File: src/rtl/lpip_pkg.sv
package lpip_pkg;

    // Default number of fraction bits of the fixed-point coordinates and coefficients.
    localparam int FRAC_BITS_DEF = 16;

    // Number of quotient bits that the pixel divider resolves.
    localparam int QUOT_BITS = 12;

    // Widest image side in pixels.
    localparam int MAX_DIM = 4096;

    localparam int CFG_DATA_W = 64;
    localparam int CFG_IDX_W  = 3;
    localparam int DIM_W      = 13;

    // Register indexes of the configuration port.
    typedef enum logic [CFG_IDX_W-1:0] {
        REG_ROW0_C01 = 3'd0,
        REG_ROW0_C23 = 3'd1,
        REG_ROW1_C01 = 3'd2,
        REG_ROW1_C23 = 3'd3,
        REG_ROW2_C01 = 3'd4,
        REG_ROW2_C23 = 3'd5,
        REG_IMG_W    = 3'd6,
        REG_IMG_H    = 3'd7
    } cfg_reg_t;

endpackage

File: src/rtl/lpip_qdiv.sv
module lpip_qdiv
    import lpip_pkg::*;
#(
    parameter int VW = 50,
    parameter int QW = QUOT_BITS
)
(
    input  logic          clk,
    input  logic          en,
    input  logic [VW-1:0] num,
    input  logic [VW-1:0] den,
    output logic [QW-1:0] quot,
    output logic          ovf
);

    // The first stage flags quotients of 2^QW or more; each later stage resolves one bit.
    logic [VW-1:0] rem_reg [0:QW];
    logic [VW-1:0] den_reg [0:QW];
    logic [QW-1:0] q_reg   [0:QW];
    logic          ovf_reg [0:QW];

    always_ff @(posedge clk)
    begin
        if (en)
        begin
            rem_reg[0] <= num;
            den_reg[0] <= den;
            q_reg[0]   <= '0;
            ovf_reg[0] <= {{QW{1'b0}}, num} >= {den, {QW{1'b0}}};
        end
    end

    for (genvar i = 1; i <= QW; i++)
    begin : g_stage
        localparam int B = QW - i;
        logic [VW+QW:0] trial;
        logic [VW+QW:0] shifted;

        always_comb
        begin
            shifted = {{(QW+1){1'b0}}, den_reg[i-1]} << B;
            trial   = {{(QW+1){1'b0}}, rem_reg[i-1]} - shifted;
        end

        always_ff @(posedge clk)
        begin
            if (en)
            begin
                den_reg[i] <= den_reg[i-1];
                ovf_reg[i] <= ovf_reg[i-1];
                if (!trial[VW+QW])
                begin
                    rem_reg[i]  <= trial[VW-1:0];
                    q_reg[i]    <= q_reg[i-1] | (QW'(1) << B);
                end
                else
                begin
                    rem_reg[i]  <= rem_reg[i-1];
                    q_reg[i]    <= q_reg[i-1];
                end
            end
        end
    end

    assign quot = q_reg[QW];
    assign ovf  = ovf_reg[QW];

endmodule
File: config.mk
export PLATFORM = sky130hd
export DESIGN_NAME = lpip_qdiv
export DESIGN_NICKNAME = d
export VERILOG_FILES = /design/src/rtl/lpip_pkg.sv /design/src/rtl/lpip_qdiv.sv
export SDC_FILE = /design/constraint.sdc
export NUM_CORES = 2
export LEC_CHECK = 0
export BUFFER_PORTS_ARGS = -buffer_cell sky130_fd_sc_hd__buf_4
export CAP_MARGIN = 20
export CORE_UTILIZATION = 35
export CTS_CLUSTER_DIAMETER = 60
export CTS_CLUSTER_SIZE = 40
export DETAILED_ROUTE_END_ITERATION = 8
export GPL_ROUTABILITY_DRIVEN = 0
export PLACE_DENSITY = 0.62
export SYNTH_ARGS = -nofsm -noshare
export SYNTH_HDL_FRONTEND = slang
export SYNTH_SLANG_ARGS = --single-unit
File: constraint.sdc
create_clock -name clk -period 4 [get_ports clk]
set_clock_uncertainty 0.05 [all_clocks]
set_input_delay 0.2 -clock clk [delete_from_list [all_inputs] [get_ports clk]]
set_output_delay 0.2 -clock clk [all_outputs]
set_load 0.005 [all_outputs]
==> run_results.csv <==
group,metric,value,unit
yosys,synth_edf_count,1291,
power_and_ir_drop,powerDensity,519,nW/um^2
power_and_ir_drop,seqPwrFrac,0.407,
route,viasPerCell,5.04,
placement,dp_hpwl,115000,um
sta,rsz0062_at_grt,"yes",
global_route,grt_pass1_wl,247000,um
power_and_ir_drop,peakVddDrop,0.000367,V
yosys,yosysUniqueCellTypes,91,
placement,io_buffer_count,114,
setup_path,cp.required,4.45,ns
global_route,grt_pass1_vias,49981,
clock_network,cts_num_sinks,1291,
power_and_ir_drop,finalPower,44.8,mW
sta,fin_crit_sh,1.00,
placement,place_ws,-0.274,ns
route,ant_nets,0,
route,first_iter_violations,3058,
yosys,synth_xor_area_frac,0.0479,
die,core.rowCount,168,
power_and_ir_drop,pwr-share-clk,0.260,
yosys,synth_warnings,0,
setup_path,cp-end-kind,"flop",
job,maxCapViolations,0,
clock_network,htree_levels,3,
yosys,synth_simple_gate_area_frac,0.0890,
power_and_ir_drop,power_frac_comb,0.332,
die,initial_core_util,0.354,
die,die_h,463,um
clock_network,cts-root-buf,"clkbuf_16",
layout,nets,7790,
yosys,syn_nets,7373,
setup_path,worst_setup_path_start_kind,"flop",
status,outcome,"finished with violations",
yosys,netlist_area,74500,um^2
setup_path,critPathArrivalTime,4.46,ns
yosys,yosysSeqAreaShare,0.520,
route,first_pass_iters,6,
placement,dp.cells,9669,
layout,layout-drive-gt1-share,0.134,
global_route,met2_usage,0.232,
placement,place_area,80300,um^2
yosys,netlist_instances,6689,
layout,syn_to_final_growth,15.7,%
sta,period_minus_slack,4.01,ns
sta,fmax,249,MHz
die,io-pin-count,115,
sta,finalHoldViolCount,0,
layout,final_cells,10008,
setup_path,worst-setup-path-type,"flop to flop",
clock_network,path_clk_slew,0.08,ns
sta,setup_tns,-0.0127,ns
layout,fillers,19786,
layout,fin_area,86200,um^2
die,design.core.area,211000,um^2
global_route,antenna_found_initial,1,
yosys,synthMuxAreaShare,0.0403,
global_route,grtUsageMet1,0.180,
route,drt-total-wl,154000,um
layout,diodes,0,
die,fp.dieW,463,um
status,violations,"negative setup slack",
die,die_area,215000,um^2
yosys,synthAdderAreaFrac,0.0989,
sta,worst-slew-pin-transition,0.920,ns
sta,slew-limit-headroom,0.387,
sta,slew_violations,0,
sta,setup_violations,3,
sta,worst_slack,-0.00965,ns
global_route,grt_busiest_layer,"met2",
yosys,postSynthAreaPerCell,11.1,um^2
global_route,grt_overflow,0,
route,drc,0,
yosys,synth_seq_cells,1291,
power_and_ir_drop,p_leak,35.6,nW
global_route,grt_max_degree,168,
clock_network,cts_made_buffers,112,
yosys,ys.flop_type,"edfxtp_1",
route,num_vias,50415,
yosys,synth_compound_area_frac,0.156,
global_route,met3_usage,0.0169,
clock_network,clk_latency,0.77,ns
global_route,grtUsageTotal,0.138,
yosys,synth-async-reset-ratio,0,
power_and_ir_drop,switching_share,0.328,
clock_network,cts_buffer_depth,3,
setup_path,crit_path_max_fanout,6,
power_and_ir_drop,internal_power,30.1,mW
worst_hold_path,hold_depth,2,
clock_network,tritoncts,"built",
setup_path,reg2regPathDepth,15,
route,post_drt_wl_per_cell,15.4,um
power_and_ir_drop,p_sw,14.7,mW
worst_hold_path,hold_path.class,"input pin to flop",
yosys,synth_top_family_by_area,"compound AO/OA/AOI/OAI gates",
## layer usage
metal	vias to the layer above	share of wire
met5	-	0
met2	1317	0.46
met4	0	0.040
met1	23299	0.46
li1	25422	-
met3	377	0.039
## power by group through the flow
| stage | logic (mW) | registers [mW] | clock network [mW] |
|---|---|---|---|
| floorplan | 10.9 | 18.0 | 0 |
| global placement | 14.0 | 18.5 | 0 |
| detailed placement | 14.2 | 18.5 | 0 |
| CTS | 14.5 | 18.2 | 12.0 |
| global route | 16.5 | 18.4 | 12.5 |
| finish | 14.9 | 18.2 | 11.7 |
## Yosys cell counts, types with 70 or more instances
library cell | instances | area [um^2]
edfxtp_1 | 1291 | 38800
inv_1 | 704 | 2640
ha_1 | 571 | 7140
a21oi_1 | 553 | 2770
nand2_1 | 476 | 1790
o21ai_0 | 442 | 2210
nor2_1 | 331 | 1240
a21o_1 | 317 | 2380
xnor2_1 | 243 | 2130
clkbuf_1 | 165 | 619
xor2_1 | 164 | 1440
mux2_2 | 160 | 1800
nand3_1 | 102 | 510
nand4_1 | 99 | 619
a31oi_1 | 71 | 444
mux2_4 | 70 | 1050
## final cells by class
type | instances | area [um^2] | share of cell area
Inverter | 707 | 2650 | 0.0308
Multi-Input combinational cell | 4490 | 32700 | 0.380
Clock buffer | 116 | 2820 | 0.0327
Timing Repair Buffer | 504 | 4530 | 0.0525
Sequential cell | 1291 | 38800 | 0.450
Tap cell | 2805 | 3510 | 0.0407
Clock inverter | 95 | 1200 | 0.0140
## path summary, 6_finish.rpt
kind / start / to / slack, ns
worst max-delay path: rem_reg[1][105]$_DFFE_PP_ / rem_reg[1][156]$_DFFE_PP_ / -0.01
worst min-delay path: den[6] / den_reg[0][6]$_DFFE_PP_ / 0.12
worst max register to register: rem_reg[1][105]$_DFFE_PP_ / rem_reg[1][156]$_DFFE_PP_ / -0.01
worst min register to register: rem_reg[0][52]$_DFFE_PP_ / rem_reg[0][102]$_DFFE_PP_ / 0.34
## cells in the final DEF (no fill, tap or decap), types with 54 or more instances in the layout
master | netlist | layout
edfxtp_1 | 1291 | 1291
inv_1 | 704 | 699
ha_1 | 571 | 567
a21oi_1 | 553 | 546
nand2_1 | 476 | 476
o21ai_0 | 442 | 432
buf_4 | 0 | 357
a21o_1 | 317 | 317
nor2_1 | 331 | 310
xnor2_1 | 243 | 243
xor2_1 | 164 | 164
mux2_2 | 160 | 160
clkbuf_16 | 0 | 120
dlygate4sd3_1 | 0 | 101
nand3_1 | 102 | 100
nand4_1 | 99 | 99
mux2_4 | 70 | 70
nor3_1 | 67 | 67
a31oi_1 | 71 | 67
o21bai_1 | 67 | 66
nand2b_1 | 66 | 66
nor2b_1 | 57 | 57
a211oi_1 | 60 | 54
## through the flow
stage / hold slack (ns) / utilization
global placement: 0.338 / 0.381
detailed placement: 0.339 / 0.381
floorplan: 0.249 / -
global route: 0.0839 / 0.409
finish: 0.120 / 0.409
CTS: 0.0544 / 0.406
## critical path, cell delays in order, from the launching register on
cell	delay [ns]
edfxtp_1	0.42
inv_2	0.10
ha_4	0.15
inv_2	0.04
fa_2	0.37
a211oi_2	0.25
o21bai_2	0.10
o211ai_1	0.30
o311a_1	0.37
o41ai_4	0.16
a31o_2	0.32
o41ai_4	0.38
o31ai_4	0.09
buf_12	0.19
clkbuf_16	0.16
mux2_2	0.28
## logic make-up (layout without fill, tap and decap cells)
| group | after synthesis | count (layout) |
|---|---|---|
| compound gates | 1853 | 1854 |
| xor+xnor | 407 | 407 |
| fa+ha+maj | 582 | 582 |
| buf+inv | 909 | 1422 |
| flops | 1291 | 1291 |
| mux | 245 | 245 |
| simple gates | 1402 | 1402 |
## timing repair
action                                 in CTS  in global routing
endpoints found under the hold margin     154                  0
pin swaps                                  13                 25
gates resized for setup                    30                 97
hold buffers                              101                  0
buffers inserted                            4                 15
setup endpoints to repair                 193                372
cloned                                      4                  6
No activity file was read; power rests on OpenSTA's default activity.
